`config.mk`:
```
export PLATFORM = sky130hd
export DESIGN_NAME = three_channel_alarm_timer_unit
export DESIGN_NICKNAME = d
export VERILOG_FILES = /design/src/rtl/core/tcat_pkg.sv /design/src/rtl/core/tcat_engine.sv /design/src/rtl/core/three_channel_alarm_timer_unit.sv
export SDC_FILE = /design/constraint.sdc
export NUM_CORES = 1
export LEC_CHECK = 0
export BUFFER_PORTS_ARGS = -buffer_cell sky130_fd_sc_hd__buf_2
export CAP_MARGIN = 20
export CORE_MARGIN = 5
export CORE_UTILIZATION = 30
export CTS_BUF_LIST = sky130_fd_sc_hd__clkbuf_8
export CTS_CLUSTER_DIAMETER = 50
export DETAILED_ROUTE_END_ITERATION = 10
export MAX_ROUTING_LAYER = met4
export PLACE_DENSITY = 0.43
export RECOVER_POWER = 50
export SLEW_MARGIN = 40
export SYNTH_ARGS = -nofsm -noshare
export SYNTH_HDL_FRONTEND = slang
export SYNTH_SLANG_ARGS = --single-unit
```
`constraint.sdc`:
```
create_clock -name clk -period 4.4 [get_ports clk]
set_input_delay 0.44 -clock clk [delete_from_list [all_inputs] [get_ports clk]]
set_output_delay 0.44 -clock clk [all_outputs]
set_load 0.1 [all_outputs]
```
`src/rtl/core/tcat_pkg.sv`:
```
// shared types and constants for the three-channel alarm timer
package tcat_pkg;

	localparam int NUM_ALARMS = 3;
	localparam int CHAN_W     = 2;
	localparam int HALF_W     = 16;
	localparam int TIME_W     = 32;
	localparam int THR_W      = 8;
	localparam int CFG_IDX_W  = 2;
	localparam int IN_DATA_W  = 72;
	localparam int OUT_DATA_W = 72;

	typedef enum logic [1:0] {
		OP_TICK   = 2'd0,
		OP_SET    = 2'd1,
		OP_CANCEL = 2'd2,
		OP_READ   = 2'd3
	} op_t;

	typedef enum logic [CFG_IDX_W-1:0] {
		CFG_THRESHOLD = 2'd0,
		CFG_TIME_MASK = 2'd1
	} cfg_idx_t;

	typedef struct packed {
		op_t                 operation;
		logic [CHAN_W-1:0]   channel;
		logic [TIME_W-1:0]   ticks;
		logic [TIME_W-1:0]   param;
	} item_t;

	typedef struct packed {
		logic [THR_W-1:0]    threshold;
		logic [TIME_W-1:0]   time_mask;
	} cfg_t;

	typedef struct packed {
		logic                  fired;
		logic [CHAN_W-1:0]     fired_channel;
		logic [TIME_W-1:0]     fired_param;
		logic [TIME_W-1:0]     time_value;
		logic [NUM_ALARMS-1:0] enables;
	} res_t;

endpackage

```
`src/rtl/core/tcat_engine.sv`:
```
// alarm timer state and single-pass item evaluation
module tcat_engine import tcat_pkg::*; (
	input  logic  clk,
	input  logic  arst_n,
	input  logic  go,
	input  item_t item,
	input  cfg_t  cfg,
	output res_t  res
);

	logic [HALF_W-1:0]     counter_q, counter_d;
	logic [HALF_W-1:0]     last_sample_q, last_sample_d;
	logic [HALF_W-1:0]     high_count_q, high_count_d;
	logic [HALF_W-1:0]     compare_q [NUM_ALARMS];
	logic [HALF_W-1:0]     compare_d [NUM_ALARMS];
	logic [TIME_W-1:0]     param_q [NUM_ALARMS];
	logic [TIME_W-1:0]     param_d [NUM_ALARMS];
	logic [NUM_ALARMS-1:0] pend_q, pend_d;
	logic [NUM_ALARMS-1:0] en_q, en_d;

	logic [HALF_W-1:0]     cnt_inc;
	logic [NUM_ALARMS-1:0] hit;
	logic [NUM_ALARMS-1:0] due;
	logic [NUM_ALARMS-1:0] low;
	logic [NUM_ALARMS-1:0] chm;
	logic [TIME_W-1:0]     low_param;
	logic [CHAN_W-1:0]     low_chan;
	logic                  chan_ok;
	logic                  immediate;
	logic [HALF_W-1:0]     hc_next;

	always_comb begin
		cnt_inc   = counter_q + 1'b1;
		low_param = '0;
		low_chan  = '0;
		for (int n = 0; n < NUM_ALARMS; n++) begin
			hit[n] = (compare_q[n] == cnt_inc);
			chm[n] = (CHAN_W'(n) == item.channel);
		end
		due = (pend_q | hit) & en_q;
		// isolate the lowest set bit
		low = due & (~due + 1'b1);
		for (int n = 0; n < NUM_ALARMS; n++) begin
			if (low[n]) begin
				low_param = param_q[n];
				low_chan  = CHAN_W'(n);
			end
		end
		chan_ok   = (item.channel < CHAN_W'(NUM_ALARMS));
		immediate = (item.ticks <= {{(TIME_W-THR_W){1'b0}}, cfg.threshold});
		hc_next   = (counter_q < last_sample_q) ? high_count_q + 1'b1 : high_count_q;
	end

	always_comb begin
		counter_d     = counter_q;
		last_sample_d = last_sample_q;
		high_count_d  = high_count_q;
		compare_d     = compare_q;
		param_d       = param_q;
		pend_d        = pend_q;
		en_d          = en_q;
		res           = '0;
		unique case (item.operation)
			OP_TICK: begin
				counter_d = cnt_inc;
				pend_d    = (pend_q | hit) & ~low;
				en_d      = en_q & ~low;
				if (|due) begin
					res.fired         = 1'b1;
					res.fired_channel = low_chan;
					res.fired_param   = low_param;
				end
			end
			OP_SET: begin
				if (chan_ok) begin
					if (immediate) begin
						en_d              = en_q & ~chm;
						res.fired         = 1'b1;
						res.fired_channel = item.channel;
						res.fired_param   = item.param;
					end else begin
						for (int n = 0; n < NUM_ALARMS; n++) begin
							if (chm[n]) begin
								param_d[n]   = item.param;
								compare_d[n] = counter_q + item.ticks[HALF_W-1:0];
							end
						end
						pend_d = pend_q & ~chm;
						en_d   = en_q | chm;
					end
				end
			end
			OP_CANCEL: begin
				if (chan_ok) begin
					pend_d = pend_q & ~chm;
					en_d   = en_q & ~chm;
				end
			end
			OP_READ: begin
				high_count_d   = hc_next;
				last_sample_d  = counter_q;
				res.time_value = {hc_next, counter_q} & cfg.time_mask;
			end
			default: begin
			end
		endcase
		res.enables = en_d;
	end

	always_ff @(posedge clk or negedge arst_n) begin
		if (!arst_n) begin
			counter_q     <= '0;
			last_sample_q <= '0;
			high_count_q  <= '0;
			pend_q        <= '0;
			en_q          <= '0;
			for (int n = 0; n < NUM_ALARMS; n++) begin
				compare_q[n] <= '0;
				param_q[n]   <= '0;
			end
		end else if (go) begin
			counter_q     <= counter_d;
			last_sample_q <= last_sample_d;
			high_count_q  <= high_count_d;
			pend_q        <= pend_d;
			en_q          <= en_d;
			compare_q     <= compare_d;
			param_q       <= param_d;
		end
	end

endmodule

```
`src/rtl/core/three_channel_alarm_timer_unit.sv`:
```
// top level of the three-channel alarm timer
// A 16-bit tick counter with three one-shot compare alarms. Each input
// transfer carries one operation (tick, set alarm, cancel alarm, read time) and
// produces exactly one result transfer. Items are taken at one per clock while
// the output is not stalled: an item sits in the input stage, where the alarm
// state is updated and the result is formed, and the result then waits in the
// output register. A stalled output holds back at most the one item already
// in the input stage. Configuration writes take effect at the next edge and
// are meant to be done while idle.
module three_channel_alarm_timer_unit import tcat_pkg::*; (
	input  logic                  clk,
	input  logic                  arst_n,
	// configuration write port
	input  logic                  cfg_we,
	input  logic [CFG_IDX_W-1:0]  cfg_index,
	input  logic [TIME_W-1:0]     cfg_data,
	// input stream
	input  logic                  s_axis_tvalid,
	output logic                  s_axis_tready,
	input  logic [IN_DATA_W-1:0]  s_axis_tdata,  // channel, ticks, param, zero pad
	input  logic [1:0]            s_axis_tuser,  // operation
	// result stream
	output logic                  m_axis_tvalid,
	input  logic                  m_axis_tready,
	output logic [OUT_DATA_W-1:0] m_axis_tdata,  // fired_channel, fired_param,
	                                             // time_value, enables, zero pad
	output logic [0:0]            m_axis_tuser   // fired
);

	cfg_t  cfg_q;
	item_t item_s1;
	logic  valid_s1;
	logic  advance;
	res_t  res;
	res_t  res_q;
	logic  out_valid_q;

	// configuration registers
	always_ff @(posedge clk or negedge arst_n) begin
		if (!arst_n) begin
			cfg_q.threshold <= THR_W'(2);
			cfg_q.time_mask <= '1;
		end else if (cfg_we) begin
			unique case (cfg_index)
				CFG_THRESHOLD: cfg_q.threshold <= cfg_data[THR_W-1:0];
				CFG_TIME_MASK: cfg_q.time_mask <= cfg_data;
				default: begin
				end
			endcase
		end
	end

	assign advance       = valid_s1 && (!out_valid_q || m_axis_tready);
	assign s_axis_tready = !valid_s1 || advance;

	// input stage
	always_ff @(posedge clk or negedge arst_n) begin
		if (!arst_n) begin
			valid_s1 <= 1'b0;
		end else if (s_axis_tready) begin
			valid_s1 <= s_axis_tvalid;
		end
	end

	always_ff @(posedge clk) begin
		if (s_axis_tready && s_axis_tvalid) begin
			item_s1.operation <= op_t'(s_axis_tuser);
			item_s1.channel   <= s_axis_tdata[1:0];
			item_s1.ticks     <= s_axis_tdata[33:2];
			item_s1.param     <= s_axis_tdata[65:34];
		end
	end

	tcat_engine u_engine (
		.clk    (clk),
		.arst_n (arst_n),
		.go     (advance),
		.item   (item_s1),
		.cfg    (cfg_q),
		.res    (res)
	);

	// result register
	always_ff @(posedge clk or negedge arst_n) begin
		if (!arst_n) begin
			out_valid_q <= 1'b0;
		end else if (advance) begin
			out_valid_q <= 1'b1;
		end else if (m_axis_tready) begin
			out_valid_q <= 1'b0;
		end
	end

	always_ff @(posedge clk) begin
		if (advance) begin
			res_q <= res;
		end
	end

	assign m_axis_tvalid = out_valid_q;
	assign m_axis_tuser  = res_q.fired;
	assign m_axis_tdata  = {3'b000, res_q.enables, res_q.time_value,
	                        res_q.fired_param, res_q.fired_channel};

	// a fired alarm is always disarmed in the reported enables
	a_fired_disarmed: assert property (@(posedge clk) disable iff (!arst_n)
		(out_valid_q && res_q.fired) |->
			!((res_q.fired_channel == 2'd0 && res_q.enables[0]) ||
			  (res_q.fired_channel == 2'd1 && res_q.enables[1]) ||
			  (res_q.fired_channel == 2'd2 && res_q.enables[2])))
		else $error("fired channel still enabled");

	// no fire means no channel or parameter reported
	a_quiet_result: assert property (@(posedge clk) disable iff (!arst_n)
		(out_valid_q && !res_q.fired) |->
			(res_q.fired_channel == '0 && res_q.fired_param == '0))
		else $error("stale fire fields on quiet result");

	// a held-back item in the input stage is not lost
	a_stage_held: assert property (@(posedge clk) disable iff (!arst_n)
		(valid_s1 && !advance) |=> valid_s1)
		else $error("input stage dropped an item");

	// a result reported while stalled stays valid
	a_result_held: assert property (@(posedge clk) disable iff (!arst_n)
		(out_valid_q && !m_axis_tready) |=> out_valid_q)
		else $error("result lost under stall");

endmodule
```
=== Yosys cells after proc, flatten, opt, wreduce, memory -nomap -nowiden ===
Index checks and enable logic that the tools add are counted.

* Memories kept: 0
* Memory bits (read-only): 0
* Bits in writable memories: 0
* Bits in registers: 378
* Bits in latches: 0
* Output and inout port bits: 75
* Input port bits: 113

* Reductions and logical operators: 20
* Shift operators: 0
* Mux-type cells: 20
* $lt $le $gt $ge: 3
* Equal/unequal tests: 12
* Add/sub/neg operators: 4
* Div/mod/pow operators: 0
* Multipliers: 0
* Bitwise operators: 13

{| class="wikitable"
|+ Operator list
! kind !! count
|-
| 35-bit two-way mux || 3
|-
| 32-bit two-way mux || 3
|-
| 35-bit case mux with 2 select lines || 1
|-
| 16-bit == test || 3
|-
| 16-bit by 1-bit adder with 16-bit output (second input constant) || 2
|-
| 32-bit AND || 1
|-
| 32-bit by 8-bit <= comparator with 1-bit output || 1
|-
| 5-bit AND reduction || 4
|-
| 3-bit AND || 6
|-
| 3-bit two-way mux || 6
|-
| 3-bit case mux with 3 select lines || 2
|-
| 16-bit adder || 1
|-
| 16-bit < comparator || 1
|-
| 16-bit two-way mux || 1
|-
| 3-bit inverter || 3
|-
| 2-bit AND reduction || 4
|-
| 2-bit zero test || 3
|-
| 3-bit bitwise OR || 2
|-
| 2-bit by 1-bit == test with 1-bit output (second input constant) || 2
|-
| 2-bit == test (second input constant) || 2
|-
| 2-bit by 1-bit inequality test with 1-bit output (second input constant) || 2
|-
| 3-bit by 1-bit adder with 3-bit output (second input constant) || 1
|-
| 1-bit two-way mux || 3
|-
| 3-bit nonzero test || 1
|-
| 11 further kinds || 14
|}

=== Longest topological paths before layout ===
* Word-level depth: 12
* Mapped depth: 15
* Depth with buffers taken out: 13

=== Modules after synthesis ===
Synthesis repeated with hierarchy kept, for this count alone.

* Cell total of the unflattened synthesis: 1594
* Area total of the unflattened synthesis: 18686.7 µm²

{| class="wikitable"
|+ By module, submodules not included
! module !! instances !! area an instance (µm²) !! cells an instance
|-
| tcat_engine || 1 || 12849.8 || 1359
|-
| three_channel_alarm_timer_unit || 1 || 5836.8 || 235
|}

=== Worst setup path after synthesis ===
OpenSTA, ideal clock, no wires.

* Path type: register -> register
* From: reg out_valid_q (netlist: m_axis_tvalid)
* To: reg item_s1[0] in the netlist's numbering, enable pin
* Required time: 3967 ps
* Library setup time: 433 ps
* Stages on the path, launching flop included: 3
* Arrival: 3407 ps
* Period minus slack after synthesis: 3840 ps
* Setup slack: 560 ps
* Path through: dfrtp_1 > nand3b_1 > and2_1

* Longest elaborated chain between the ends: 5

{| class="wikitable"
|+ Ends and longest elaborated chain
! what !! RTL line !! RTL
|-
| from (decl) || three_channel_alarm_timer_unit.sv:36 || <nowiki>logic out_valid_q;</nowiki>
|-
| from (signal assigned) || three_channel_alarm_timer_unit.sv:86 || <nowiki>out_valid_q <= 1'b0;</nowiki>
|-
| from (signal assigned) || three_channel_alarm_timer_unit.sv:88 || <nowiki>out_valid_q <= 1'b1;</nowiki>
|-
| from (signal assigned) || three_channel_alarm_timer_unit.sv:90 || <nowiki>out_valid_q <= 1'b0;</nowiki>
|-
| 1-bit zero test || three_channel_alarm_timer_unit.sv:53 || <nowiki>assign advance = valid_s1 && (!out_valid_q || m_axis_tready);</nowiki>
|-
| 1-bit logical OR || three_channel_alarm_timer_unit.sv:53 ||
|-
| 1-bit logical AND || three_channel_alarm_timer_unit.sv:53 ||
|-
| 1-bit logical OR || three_channel_alarm_timer_unit.sv:54 || <nowiki>assign s_axis_tready = !valid_s1 || advance;</nowiki>
|-
| via s_axis_tready || three_channel_alarm_timer_unit.sv:19 || <nowiki>output logic s_axis_tready,</nowiki>
|-
| 1-bit logical AND || three_channel_alarm_timer_unit.sv:66 || <nowiki>if (s_axis_tready && s_axis_tvalid) begin</nowiki>
|-
| to (decl) || three_channel_alarm_timer_unit.sv:31 || <nowiki>item_t item_s1;</nowiki>
|}

The timed path passes the listed nets, and every way through them passes these cells.
A chain may end at the register's enable or synchronous reset.

==> impl_metrics.prom <==
# TYPE chip_impl_metric gauge
chip_impl_metric{name="tns",unit="ns"} 0
chip_impl_info{name="globalRoute.busiestLayer",value="met2"} 1
chip_impl_metric{name="post-route-drc-count",unit=""} 0
chip_impl_info{name="cp_slowest_cell",value="dfrtp_1"} 1
chip_impl_metric{name="maxClockFrequency",unit="GHz"} 0.252
chip_impl_info{name="most_common_cell_after_layout_fill_and_taps_aside",value="nand2_1"} 1
chip_impl_metric{name="postCtsSetupBuffers",unit=""} 0
chip_impl_metric{name="cts_inserted_buffers",unit=""} 75
chip_impl_metric{name="critical_path_peak_fanout",unit=""} 13
chip_impl_metric{name="ir_worst_vdd",unit="V"} 0.000241
chip_impl_metric{name="finalMaxSlewViolations",unit=""} 110
chip_impl_info{name="hold_path_startpoint",value="cfg_data[7]"} 1
chip_impl_metric{name="required",unit="ns"} 4.78
chip_impl_metric{name="total_clock_sinks",unit=""} 378
chip_impl_metric{name="yosysSeqAreaShare",unit=""} 0.572
chip_impl_metric{name="hold_viol_final",unit=""} 0
chip_impl_metric{name="gr-usage-met1",unit=""} 0.219
chip_impl_metric{name="cts_max_path_buffers",unit=""} 3
chip_impl_metric{name="leakagePower",unit="nW"} 10.1
chip_impl_metric{name="critical-path-max-stage-delay",unit="ns"} 0.69
chip_impl_metric{name="num_antenna_cells",unit=""} 0
chip_impl_metric{name="slew_headroom",unit=""} -0.928
chip_impl_metric{name="yosysUniqueCellTypes",unit=""} 82
chip_impl_metric{name="core_area",unit="µm²"} 58900
chip_impl_metric{name="crit_path_arrival_time",unit="ns"} 4.35
chip_impl_info{name="r2r-end",value="m_axis_tdata[9]"} 1
chip_impl_metric{name="clkTransAtPathRegs",unit="ns"} 0.06
chip_impl_metric{name="number_of_synthesized_flops_with_an_enable_pin",unit=""} 138
chip_impl_metric{name="detailedPlacementHpwl",unit="µm"} 33700
chip_impl_metric{name="worst_r2r_path_depth",unit=""} 11
chip_impl_metric{name="grt_antenna_before_repair",unit=""} 1
chip_impl_info{name="synth_flop_cell",value="dfrtp_1"} 1
chip_impl_info{name="rsz_0062_raised_after_global_routing",value="no"} 1
chip_impl_metric{name="synth_async_sr_flop_share",unit=""} 0.635
chip_impl_metric{name="final_worst_clock_skew",unit="ns"} 0.0239
chip_impl_metric{name="placementRows",unit=""} 89
chip_impl_metric{name="area.growth.synth_to_final",unit="%"} 25.4
chip_impl_info{name="cp_common_cell",value="nand4_1"} 1
chip_impl_info{name="crit_family",value="compound AO/OA/AOI/OAI gates"} 1
chip_impl_metric{name="dr.first_iter.drc_count",unit=""} 917
chip_impl_metric{name="postSynthCellCount",unit=""} 1706
chip_impl_info{name="timing.critical_path.from_type",value="register"} 1
chip_impl_info{name="hp-class",value="in -> reg"} 1
chip_impl_metric{name="synth-warning-count",unit=""} 0
chip_impl_metric{name="final_net_count",unit=""} 2185
chip_impl_metric{name="cell_area_after_synthesis",unit="µm²"} 17800
chip_impl_info{name="timing.setup.critical_path_class",value="reg -> reg"} 1
chip_impl_metric{name="min_path_cells",unit=""} 3
chip_impl_metric{name="post-route-period-util",unit=""} 0.902
chip_impl_info{name="tritoncts",value="built"} 1
chip_impl_metric{name="io_buffers",unit=""} 178
chip_impl_info{name="r2r-start",value="u_engine.counter_q[3]"} 1
chip_impl_metric{name="syn-mean-instance-area",unit="µm²"} 10.4
chip_impl_metric{name="chipHeight",unit="µm"} 254
chip_impl_metric{name="cts-htree-levels",unit=""} 3
chip_impl_metric{name="worst-path-buf-inv",unit=""} 1
chip_impl_metric{name="grt_use_met2",unit=""} 0.263
chip_impl_metric{name="place.gp.congestion",unit=""} 0.875
chip_impl_metric{name="global_route.usage.total",unit=""} 0.166
chip_impl_metric{name="via_count",unit=""} 13500
chip_impl_metric{name="critical_path_depth_in_cells",unit=""} 11
chip_impl_info{name="outcome",value="complete, but fails checks"} 1
chip_impl_info{name="critical_path.cell_chain",value="and4_1, nand4_1, xor2_1, nor2_1, a2111oi_0, nand4_1, o21a_1, a21oi_4, buf_4, a222oi_1, a21o_1"} 1
chip_impl_metric{name="worst-slew-pin-transition",unit="ns"} 2.89
chip_impl_metric{name="globalRoute.totalOverflow",unit=""} 0
chip_impl_metric{name="die-width",unit="µm"} 254
chip_impl_metric{name="synth-seq-cells",unit=""} 378
chip_impl_metric{name="placed_instances",unit=""} 2625
chip_impl_metric{name="ctsResizeCount",unit=""} 0
chip_impl_metric{name="grt_max_degree",unit=""} 77
chip_impl_info{name="mostFrequentLayoutCells",value="451 x nand2_1, 207 x dfrtp_1, 160 x buf_2"} 1
chip_impl_info{name="ctsRootBufferMaster",value="clkbuf_8"} 1
chip_impl_info{name="failed_checks",value="max-capacitance violations, max-slew violations"} 1
chip_impl_metric{name="final_layout_size_suffix_gt1_frac",unit=""} 0.201
chip_impl_metric{name="vias_per_cell",unit=""} 4.72
chip_impl_metric{name="floorplan.die_area",unit="µm²"} 64400
chip_impl_info{name="min_to",value="cfg_q[39]"} 1
chip_impl_metric{name="first_global_vias",unit=""} 13900
chip_impl_metric{name="drt.antenna.violating_nets",unit=""} 0
chip_impl_metric{name="start_util",unit=""} 0.303
chip_impl_metric{name="drt-total-wl",unit="µm"} 51900
chip_impl_metric{name="grt_use_met3",unit=""} 0.0282
chip_impl_info{name="cp-end-kind",value="register"} 1
chip_impl_metric{name="wire_length_of_the_first_global_routing_pass",unit="µm"} 81500
chip_impl_metric{name="worst_skew_pair.late_latency",unit="ns"} 0.63
chip_impl_metric{name="finalCriticalPeriod",unit="ns"} 3.97
chip_impl_metric{name="top_level_ports",unit=""} 188
chip_impl_metric{name="dr.pass1.iters",unit=""} 6
chip_impl_metric{name="power_per_cell_area",unit="nW/µm²"} 485
chip_impl_metric{name="endpoints_failing_setup",unit=""} 0
chip_impl_metric{name="wire_per_inst",unit="µm"} 18.1
chip_impl_metric{name="regToRegSetupSlack",unit="ns"} 0.43
chip_impl_metric{name="cap_viol_max_count",unit=""} 3
chip_impl_metric{name="finish.cell_count_without_fillers",unit=""} 2861
-- flip-flops by register name, indices dropped and copies added (netlist names), 3 cells and up --
register	flops
u_engine.counter_q	16
u_engine.pend_q	3
u_engine.param_q	96
u_engine.high_count_q	16
m_axis_tdata	69
u_engine.last_sample_q	16
u_engine.en_q	3
cfg_q	40
item_s1	68
u_engine.compare_q	48
-- layer usage --
metal	share of wire	vias to the layer above
met2	0.47	326
li1	-	6574
met1	0.45	6514
met4	0.025	0
met5	0	-
met3	0.048	79
-- synth_stat cells, types with 31 or more instances --
master	instances	area [µm²]
a21o_1	49	368
a21oi_1	46	230
a222oi_1	31	310
clkbuf_1	56	210
dfrtp_1	207	5180
dfstp_2	33	867
edfxtp_1	138	4140
ha_1	44	551
inv_1	82	308
mux2_2	39	439
nand2_1	451	1690
nand3_1	35	175
nor2_1	45	169
o21ai_0	90	450
xnor2_1	66	578
xor2_1	34	298
-- layout make-up --
class                      instances  area, µm²
clock buffer                      87       1200
clock inverter                    51        314
multi-input combinational       1156       6990
sequential                       378      10200
tap                              773        967
fill                            5848      36600
inverter                          84        318
timing repair buffer             332       2370
-- stage by stage --
step / utilization / total power, W / instance area (µm²) / worst slack [ns] / hold WS [ns]
2_1_floorplan: - / 0.00651 / 17800 / 0.560 / 0.144
3_3_place_gp: 0.337 / 0.00726 / 19900 / 0.412 / 0.456
3_5_place_dp: 0.338 / 0.00729 / 19900 / 0.464 / 0.386
4_1_cts: 0.380 / 0.0111 / 22400 / 0.427 / 0.00184
5_1_grt: 0.379 / 0.0116 / 22400 / 0.0640 / 0.0300
6_report: 0.379 / 0.0108 / 22400 / 0.430 / 0.0751
-- timing repair --
item,in CTS,in global routing
endpoints found under the hold margin,141,0
endpoints found under the setup margin,0,0
hold buffers,98,0
-- how the worst max path moves through the flow --
stage / startpoint / to / slack [ns]
2_1_floorplan: m_axis_tvalid / item_s1[0] / 0.56
3_3_place_gp: u_engine.counter_q[3] / m_axis_tdata[9] / 0.41
3_5_place_dp: u_engine.counter_q[3] / m_axis_tdata[12] / 0.46
4_1_cts: u_engine.counter_q[3] / m_axis_tdata[9] / 0.43
5_1_grt: u_engine.counter_q[3] / m_axis_tdata[12] / 0.06
6_report: u_engine.counter_q[3] / m_axis_tdata[9] / 0.43
-- power breakdown --
group | switching, W | total, W | internal (W)
Clock | 0.00159 | 0.00358 | 0.00199
Sequential | 0.000415 | 0.00477 | 0.00435
Combinational | 0.00157 | 0.00250 | 0.000931
Total | 0.00357 | 0.0108 | 0.00727
-- kinds of logic after synthesis --
kind of cell | Yosys count | synth area share
buffers and inverters | 174 | 0.0399
other | 1 | 0.000210
AO/OA/AOI/OAI | 288 | 0.110
AND/OR/NAND/NOR | 674 | 0.167
XOR/XNOR | 102 | 0.0517
multiplexers | 44 | 0.0275
adder cells (fa/ha/maj) | 45 | 0.0320
flip-flops | 378 | 0.572
-- worst min-delay path: stages --
cell	delay (ns)
buf_2	0.09
nand2_1	0.05
o21ai_0	0.07
Note: power is estimated with default switching activity, not from simulation.
